==> src/rtl/mini_aes_block_cipher_top_defines.svh <==
// Assertion macros for the mini AES block cipher.
// Used by rtl/mini_aes_block_cipher_top.sv; expects clk and rst_n in scope.
`ifndef MINI_AES_BLOCK_CIPHER_TOP_DEFINES_SVH
`define MINI_AES_BLOCK_CIPHER_TOP_DEFINES_SVH

`ifndef SYNTH
// Clocked check, disabled while reset is asserted
`define MAES_ASSERT(lbl, prop, msg) \
    lbl: assert property (@(posedge clk) disable iff (!rst_n) (prop)) else $error(msg);
// Clocked check that also holds during reset
`define MAES_ASSERT_ALWAYS(lbl, prop, msg) \
    lbl: assert property (@(posedge clk) (prop)) else $error(msg);
`else
`define MAES_ASSERT(lbl, prop, msg)
`define MAES_ASSERT_ALWAYS(lbl, prop, msg)
`endif

`endif

==> src/rtl/maes_pkg.sv <==
// Shared types, constants and GF(16) / S-box helpers for the mini AES cipher.
// No dependencies; used by every module in rtl/.
`timescale 1ns / 1ps

package maes_pkg;

    typedef logic [3:0]  nibble_t;
    typedef logic [15:0] block_t;

    // Control that travels with each block down the pipeline
    typedef struct packed {
        logic valid;
        logic decrypt;
    } stage_ctrl_t;

    // Configuration register indexes
    localparam int CFG_IDX_W = 1;
    typedef enum logic [CFG_IDX_W-1:0] {
        REG_CIPHER_KEY = 1'b0,
        REG_MIX_MATRIX = 1'b1
    } cfg_reg_t;

    // Request codes
    localparam logic REQ_ENCRYPT = 1'b0;
    localparam logic REQ_DECRYPT = 1'b1;

    localparam block_t  CIPHER_KEY_RESET = 16'h0000;
    localparam block_t  MIX_MATRIX_RESET = 16'h3223;
    localparam logic [4:0] GF_POLY = 5'b10011;
    localparam nibble_t RCON_1  = 4'b0001;
    localparam nibble_t RCON_2  = 4'b0010;

    localparam nibble_t SBOX_ENC [16] = '{
        4'hE, 4'h4, 4'hD, 4'h1, 4'h2, 4'hF, 4'hB, 4'h8,
        4'h3, 4'hA, 4'h6, 4'hC, 4'h5, 4'h9, 4'h0, 4'h7
    };
    localparam nibble_t SBOX_DEC [16] = '{
        4'hE, 4'h3, 4'h4, 4'h8, 4'h1, 4'hC, 4'hA, 4'hF,
        4'h7, 4'hD, 4'h9, 4'h6, 4'hB, 4'h2, 4'h0, 4'h5
    };

    // Nibble i of a block, nibble 0 in the top bits
    function automatic nibble_t nib(input block_t v, input logic [1:0] i);
        nibble_t r;
        r = v[15 - 4 * i -: 4];
        return r;
    endfunction

    // Substitute all four nibbles, forward or inverse box
    function automatic block_t sub_block(input block_t v, input logic inv);
        block_t r;
        for (int i = 0; i < 4; i++)
        begin
            r[15 - 4 * i -: 4] = inv ? SBOX_DEC[nib(v, 2'(i))] : SBOX_ENC[nib(v, 2'(i))];
        end
        return r;
    endfunction

    // Swap nibbles 2 and 3
    function automatic block_t swap_low(input block_t v);
        return {v[15:8], v[3:0], v[7:4]};
    endfunction

    // GF(16) multiply modulo x^4+x+1
    function automatic nibble_t gf_mul(input nibble_t a, input nibble_t b);
        logic [6:0] acc;
        acc = '0;
        for (int i = 0; i < 4; i++)
        begin
            if (b[i])
            begin
                acc = acc ^ ({3'b000, a} << i);
            end
        end
        for (int i = 6; i >= 4; i--)
        begin
            if (acc[i])
            begin
                acc = acc ^ ({2'b00, GF_POLY} << (i - 4));
            end
        end
        return acc[3:0];
    endfunction

    // Column mix with a 2x2 coefficient matrix, row-major in m
    function automatic block_t mix_block(input block_t v, input block_t m);
        nibble_t m0, m1, m2, m3, n0, n1, n2, n3;
        m0 = m[15:12]; m1 = m[11:8]; m2 = m[7:4]; m3 = m[3:0];
        n0 = v[15:12]; n1 = v[11:8]; n2 = v[7:4]; n3 = v[3:0];
        return {gf_mul(m0, n0) ^ gf_mul(m1, n2),
                gf_mul(m0, n1) ^ gf_mul(m1, n3),
                gf_mul(m2, n0) ^ gf_mul(m3, n2),
                gf_mul(m2, n1) ^ gf_mul(m3, n3)};
    endfunction

    // One step of the key schedule
    function automatic block_t next_key(input block_t w, input nibble_t rc);
        nibble_t v0, v1, v2, v3;
        v0 = w[15:12] ^ SBOX_ENC[w[3:0]] ^ rc;
        v2 = w[7:4] ^ v0;
        v1 = w[11:8] ^ v2;
        v3 = w[3:0] ^ v1;
        return {v0, v1, v2, v3};
    endfunction

endpackage

==> src/rtl/mini_aes_block_cipher_top.sv <==
// Top level of the two-round mini AES cipher: config registers and 3-stage pipeline.
// Depends on maes_pkg, maes_key_sched, maes_sub_stage, maes_mix_stage and the defines header.
//
//  channel   handshake            payload
//  -------   -------------------  ----------------------------
//  request   start, busy          req_type, block_in
//  result    done (strobe)        block_out
//  config    cfg_wr_en            cfg_index, cfg_data
//
// One block enters per cycle; busy stays low, so every start is a transaction.
// A block passes through an S-box stage, a mix stage and an S-box stage, each registered.
// done is high for the one cycle that block_out is valid; no backpressure.
// Reset (async, active low) clears stage valids and loads the key and matrix defaults.
`timescale 1ns / 1ps

`include "mini_aes_block_cipher_top_defines.svh"

module mini_aes_block_cipher_top (
    input  logic                              clk,
    input  logic                              rst_n,
    input  logic                              start,
    output logic                              busy,
    input  logic                              req_type,
    input  logic [15:0]                       block_in,
    output logic                              done,
    output logic [15:0]                       block_out,
    input  logic                              cfg_wr_en,
    input  logic [maes_pkg::CFG_IDX_W-1:0]    cfg_index,
    input  logic [15:0]                       cfg_data
);

    maes_pkg::block_t      cipher_key_reg;
    maes_pkg::block_t      mix_matrix_reg;
    maes_pkg::block_t      round_key1;
    maes_pkg::block_t      round_key2;
    maes_pkg::stage_ctrl_t s0_ctrl;
    maes_pkg::stage_ctrl_t s1_ctrl;
    maes_pkg::stage_ctrl_t s2_ctrl;
    maes_pkg::stage_ctrl_t s3_ctrl;
    maes_pkg::block_t      s1_data;
    maes_pkg::block_t      s2_data;
    maes_pkg::block_t      s3_data;
    maes_pkg::block_t      s1_pre_key;
    maes_pkg::block_t      s3_post_key;
    logic                  accept;

    // Configuration writes
    always_ff @(posedge clk or negedge rst_n)
    begin
        if (!rst_n)
        begin
            cipher_key_reg <= maes_pkg::CIPHER_KEY_RESET;
            mix_matrix_reg <= maes_pkg::MIX_MATRIX_RESET;
        end
        else if (cfg_wr_en)
        begin
            unique case (maes_pkg::cfg_reg_t'(cfg_index))
                maes_pkg::REG_CIPHER_KEY: cipher_key_reg <= cfg_data;
                maes_pkg::REG_MIX_MATRIX: mix_matrix_reg <= cfg_data;
                default: ;
            endcase
        end
    end

    maes_key_sched u_key_sched (
        .cipher_key (cipher_key_reg),
        .round_key1 (round_key1),
        .round_key2 (round_key2)
    );

    // Request transaction
    assign busy   = 1'b0;
    assign accept = start && !busy;
    assign s0_ctrl.valid   = accept;
    assign s0_ctrl.decrypt = (req_type == maes_pkg::REQ_DECRYPT);

    // Outer key selection: whitening key and k2 swap ends for decryption
    assign s1_pre_key  = s0_ctrl.decrypt ? round_key2 : cipher_key_reg;
    assign s3_post_key = s2_ctrl.decrypt ? cipher_key_reg : round_key2;

    maes_sub_stage u_stage1 (
        .clk      (clk),
        .rst_n    (rst_n),
        .ctrl_in  (s0_ctrl),
        .data_in  (block_in),
        .pre_key  (s1_pre_key),
        .post_key ('0),
        .ctrl_out (s1_ctrl),
        .data_out (s1_data)
    );

    maes_mix_stage u_stage2 (
        .clk       (clk),
        .rst_n     (rst_n),
        .ctrl_in   (s1_ctrl),
        .data_in   (s1_data),
        .round_key (round_key1),
        .mix_coef  (mix_matrix_reg),
        .ctrl_out  (s2_ctrl),
        .data_out  (s2_data)
    );

    maes_sub_stage u_stage3 (
        .clk      (clk),
        .rst_n    (rst_n),
        .ctrl_in  (s2_ctrl),
        .data_in  (s2_data),
        .pre_key  ('0),
        .post_key (s3_post_key),
        .ctrl_out (s3_ctrl),
        .data_out (s3_data)
    );

    assign done      = s3_ctrl.valid;
    assign block_out = s3_data;

    // Every accepted block comes out at done, and nothing else does
    `MAES_ASSERT(a_accept_to_done, accept |-> ##3 done, "accepted block did not complete")
    `MAES_ASSERT(a_done_from_accept, done |-> $past(accept, 3), "result without a request")
    `MAES_ASSERT(a_mode_kept, done |-> (s3_ctrl.decrypt == $past(s0_ctrl.decrypt, 3)),
                 "mode lost in pipeline")

endmodule

==> src/rtl/maes_key_sched.sv <==
// Round key derivation for the mini AES cipher: k1 and k2 from the whitening key.
// Depends on maes_pkg.
`timescale 1ns / 1ps

module maes_key_sched (
    input  maes_pkg::block_t cipher_key,
    output maes_pkg::block_t round_key1,
    output maes_pkg::block_t round_key2
);

    // Two chained schedule steps with round constants 1 and 2
    assign round_key1 = maes_pkg::next_key(cipher_key, maes_pkg::RCON_1);
    assign round_key2 = maes_pkg::next_key(round_key1, maes_pkg::RCON_2);

endmodule

==> src/rtl/maes_sub_stage.sv <==
// Pipeline stage: key add, nibble swap and S-box layer, forward or inverse.
// Depends on maes_pkg.
`timescale 1ns / 1ps

module maes_sub_stage (
    input  logic                   clk,
    input  logic                   rst_n,
    input  maes_pkg::stage_ctrl_t  ctrl_in,
    input  maes_pkg::block_t       data_in,
    input  maes_pkg::block_t       pre_key,
    input  maes_pkg::block_t       post_key,
    output maes_pkg::stage_ctrl_t  ctrl_out,
    output maes_pkg::block_t       data_out
);

    maes_pkg::stage_ctrl_t ctrl_reg;
    maes_pkg::block_t      data_reg;
    maes_pkg::block_t      data_next;
    maes_pkg::block_t      keyed;

    // Encrypt: swap after S-box; decrypt: swap before inverse S-box
    always_comb
    begin
        keyed = data_in ^ pre_key;
        if (ctrl_in.decrypt)
        begin
            data_next = maes_pkg::sub_block(maes_pkg::swap_low(keyed), 1'b1) ^ post_key;
        end
        else
        begin
            data_next = maes_pkg::swap_low(maes_pkg::sub_block(keyed, 1'b0)) ^ post_key;
        end
    end

    // Valid and mode carry reset; data does not
    always_ff @(posedge clk or negedge rst_n)
    begin
        if (!rst_n)
        begin
            ctrl_reg <= '0;
        end
        else
        begin
            ctrl_reg <= ctrl_in;
        end
    end

    always_ff @(posedge clk)
    begin
        data_reg <= data_next;
    end

    assign ctrl_out = ctrl_reg;
    assign data_out = data_reg;

endmodule

==> src/rtl/maes_mix_stage.sv <==
// Pipeline stage: GF(16) column mix with round key 1 before or after it.
// Depends on maes_pkg.
`timescale 1ns / 1ps

module maes_mix_stage (
    input  logic                   clk,
    input  logic                   rst_n,
    input  maes_pkg::stage_ctrl_t  ctrl_in,
    input  maes_pkg::block_t       data_in,
    input  maes_pkg::block_t       round_key,
    input  maes_pkg::block_t       mix_coef,
    output maes_pkg::stage_ctrl_t  ctrl_out,
    output maes_pkg::block_t       data_out
);

    maes_pkg::stage_ctrl_t ctrl_reg;
    maes_pkg::block_t      data_reg;
    maes_pkg::block_t      data_next;

    // Encrypt: mix then add key; decrypt: add key then mix
    always_comb
    begin
        if (ctrl_in.decrypt)
        begin
            data_next = maes_pkg::mix_block(data_in ^ round_key, mix_coef);
        end
        else
        begin
            data_next = maes_pkg::mix_block(data_in, mix_coef) ^ round_key;
        end
    end

    always_ff @(posedge clk or negedge rst_n)
    begin
        if (!rst_n)
        begin
            ctrl_reg <= '0;
        end
        else
        begin
            ctrl_reg <= ctrl_in;
        end
    end

    always_ff @(posedge clk)
    begin
        data_reg <= data_next;
    end

    assign ctrl_out = ctrl_reg;
    assign data_out = data_reg;

endmodule
==> config.mk <==
export PLATFORM = sky130hd
export DESIGN_NAME = mini_aes_block_cipher_top
export DESIGN_NICKNAME = d
export VERILOG_FILES = /design/src/rtl/maes_pkg.sv /design/src/rtl/mini_aes_block_cipher_top.sv /design/src/rtl/maes_key_sched.sv /design/src/rtl/maes_sub_stage.sv /design/src/rtl/maes_mix_stage.sv
export VERILOG_INCLUDE_DIRS = /design/src /design/src/rtl
export SDC_FILE = /design/constraint.sdc
export NUM_CORES = 1
export LEC_CHECK = 0
export BUFFER_PORTS_ARGS = -buffer_cell sky130_fd_sc_hd__buf_2
export CAP_MARGIN = 10
export CORE_UTILIZATION = 30
export DETAILED_ROUTE_END_ITERATION = 6
export PLACE_DENSITY = 0.44
export SETUP_SLACK_MARGIN = 0.15
export SYNTH_ARGS = -nofsm -noshare
export SYNTH_HDL_FRONTEND = slang
export SYNTH_HIERARCHICAL = 1
export SYNTH_SLANG_ARGS = --single-unit
==> constraint.sdc <==
create_clock -name clk -period 12.1 [get_ports clk]
set_clock_uncertainty 0.2 [all_clocks]
set_input_delay 0.605 -clock clk [delete_from_list [all_inputs] [get_ports clk]]
set_output_delay 0.605 -clock clk [all_outputs]
set_load 0.005 [all_outputs]
==> impl_metrics.sql <==
INSERT INTO impl_metrics (metric_group, metric, value, unit) VALUES
('place', 'portBuffers', '54', ''),
('drt', 'number_of_optimization_iterations_in_the_first_detailed_route_pass', '5', ''),
('global_route', 'combined_global_route_utilization_of_all_metal_layers', '17.7', '%'),
('clock_tree', 'quantity_of_hold_fixing_buffers_added_after_cts', '0', ''),
('setup_path', 'worstSetupPathType', 'reg -> reg', ''),
('floorplanning', 'die_area', '37600', 'sq um'),
('clock_tree', 'max-clock-path-buffers', '2', ''),
('drt', 'drt_met1_wl', '16800', 'um'),
('hold_path', 'hp-start', 'u_stage1/ctrl_out[1]', ''),
('setup_path', 'critical_path_required', '12.15', 'ns'),
('drt', 'route.detailed.vias_per_inst', '4.89', ''),
('timing', 'finalWorstPathRequiredPeriod', '5.59', 'ns'),
('floorplanning', 'num_rows', '69', ''),
('finish', 'seqCellArea', '1900', 'sq um'),
('drt', 'dr.max_layer_used', 'met4', ''),
('finish', 'multi_input_gate_area', '8690', 'sq um'),
('clock_tree', 'post_cts_resized', '0', ''),
('setup_path', 'critical_path.startpoint_type', 'register', ''),
('timing', 'highest_achievable_clock_rate', '0.179', 'GHz'),
('setup_path', 'crit_path_start', 'cipher_key_reg[0]', ''),
('clock_tree', 'clock_tree_from_tritoncts', 'built', ''),
('setup_path', 'worstPathCellList', 'inv_1 > ha_1 > mux2_4 > a211oi_2 > xnor2_2 > xnor2_1 > ha_1 > mux2i_1 > mux2i_4 > xnor2_1 > mux2_2 > xor2_1 > inv_1 > ha_1 > mux4_2 > nor2_1 > a21oi_1 > xor2_1', ''),
('drt', 'met2_wirelength_from_detailed_routing', '15000', 'um'),
('setup_path', 'critPathArrivalTime', '5.64', 'ns'),
('synth', 'syn_avg_cell_area', '8.06', 'sq um'),
('finish', 'layout.nets', '1469', ''),
('timing', 'worst_slew_margin_rel', '17.4', '%'),
('drt', 'drtIter0Drc', '518', ''),
('synth', 'mappedNetlistArea', '11100', 'sq um'),
('job', 'drv.max_cap_violation_count', '0', ''),
('global_route', 'grt_max_degree', '61', ''),
('finish', 'area_growth', '7.86', '%'),
('clock_tree', 'cts_post_setup_buffers_inserted', '0', ''),
('floorplanning', 'floorplan.die.width', '194', 'um'),
('drt', 'detail_route.wirelength', '33100', 'um'),
('clock_tree', 'cts_root_buffer', 'sky130_fd_sc_hd__clkbuf_16', ''),
('clock_tree', 'cts_made_buffers', '9', ''),
('hold_path', 'timing.hold.worst.class', 'reg -> reg', ''),
('drt', 'ant_nets', '0', ''),
('setup_path', 'cp_max_fo', '13', ''),
('clock_tree', 'cts.sinks', '85', ''),
('global_route', 'antenna_found_initial', '0', ''),
('clock_tree', 'cts_htree_levels', '3', ''),
('setup_path', 'crit_path_frequent_cell', 'sky130_fd_sc_hd__ha_1', ''),
('place', 'place_hpwl', '24000', 'um'),
('timing', 'timing.final.max_slew_violations', '0', ''),
('timing', 'setup_tns', '0', 'ns'),
('run_status', 'status', 'finished, final reports clean', ''),
('timing', 'grt_setup_unrepaired', 'no', ''),
('drt', 'wire_per_inst', '17.7', 'um'),
('finish', 'postLayoutCoreUtil', '33.2', '%'),
('finish', 'antenna_cells', '0', ''),
('global_route', 'grt_pass1_wl', '51400', 'um'),
('floorplanning', 'dieHeight', '194', 'um'),
('finish', 'fillerInstances', '3812', ''),
('timing', 'report.final.hold_viol_count', '0', ''),
('finish', 'final_layout_size_suffix_gt1_share', '13.7', '%'),
('place', 'gp_congestion', '0.825', ''),
('setup_path', 'cpMaxStageDelayCell', 'sky130_fd_sc_hd__dfrtp_1', ''),
('drt', 'route.met3.wl', '1110', 'um'),
('timing', 'timing_worst_slew_pin_value', '1.23', 'ns'),
('floorplanning', 'floorplan.core_area', '35900', 'sq um'),
('drt', 'via_count', '9131', ''),
('timing', 'finalSetupViolCount', '0', ''),
('global_route', 'grt_overflow_total', '0', ''),
('global_route', 'first_global_vias', '8798', ''),
('setup_path', 'worst_path_largest_cell_delay', '0.65', 'ns'),
('synth', 'synth_warnings', '6', ''),
('clock_tree', 'clock_transition_at_the_registers_of_the_reported_paths', '0.07', 'ns'),
('floorplanning', 'top_level_ports', '56', ''),
('setup_path', 'critPathCaptureType', 'register', ''),
('floorplanning', 'initial_utilization', '30.8', '%'),
('timing', 'fin_crit_sh', '46.2', '%'),
('setup_path', 'r2r_start', 'cipher_key_reg[0]', ''),
('synth', 'synth_cells', '1372', ''),
('drt', 'route.detailed.drc', '0', ''),
('clock_tree', 'clk_latency', '0.36', 'ns');
path summary, 6_finish.rpt:
kind	end	slack [ns]	depth (start not counted)
min in group asynchronous	u_stage3/ctrl_out[1]	0.16	1
min	u_stage2/ctrl_out[1]	0.15	0
max in group asynchronous	u_stage2/ctrl_out[0]	10.93	1
max	u_stage1/data_out[15]	6.51	18
min reg2reg	u_stage2/ctrl_out[1]	0.15	0
max reg2reg	u_stage1/data_out[15]	6.51	18
worst max-delay path: cells and delay by family, from the launching register on:
kind                       cells  cell delay, ns
xor gates and xnor gates       5            1.54
and+or+nand+nor                1            0.10
AOI/OAI and AO/OA              2            0.34
DFF                            1            0.65
adders and majority gates      3            0.91
buffers and inverters          2            0.35
muxes                          5            1.39
cells in the final DEF, fill, tap and decap left out, types with 30 or more instances in the layout:
cell and count:
sky130_fd_sc_hd__nor2_1 38, sky130_fd_sc_hd__buf_2 54, sky130_fd_sc_hd__xor2_1 111, sky130_fd_sc_hd__nand3_1 36, sky130_fd_sc_hd__nand2_1 281, sky130_fd_sc_hd__mux2_2 58
sky130_fd_sc_hd__a21oi_1 41, sky130_fd_sc_hd__dfrtp_1 30, sky130_fd_sc_hd__conb_1 44, sky130_fd_sc_hd__dfxtp_1 48, sky130_fd_sc_hd__o21ai_0 44, sky130_fd_sc_hd__inv_1 34
sky130_fd_sc_hd__xnor2_1 266, sky130_fd_sc_hd__nor3_1 31
metal layers:
metal / vias up / global-route usage [%]
met3: 13 / 2.61
met4: 0 / 2.82
met5: - / 0
met2: 148 / 28.7
li1: 4600 / -
met1: 4370 / 25.0
metrics by stage:
step                instance area, sq um  worst slack [ns]  hold WS (ns)  instances
finish                             11900              6.51         0.151       1868
global route                       11900              6.01         0.137       1868
CTS                                11900              6.50         0.133       1868
detailed placement                 11600              6.53         0.138       1852
global placement                   11600              6.60         0.133       1852
floorplan                          11200              7.15         0.109       1415
cell type report:
class	instances	area share, %
multi-input cells	1202	72.9
flip-flops and latches	85	15.9
clock inverters	3	0.168
clock buffers	13	2.18
repair buffers	61	2.71
well taps	461	4.84
inverters	43	1.35
Power is left out: the tool's default activity adds up to more than one toggle a clock period on the data nets, which glitch-free logic cannot reach.
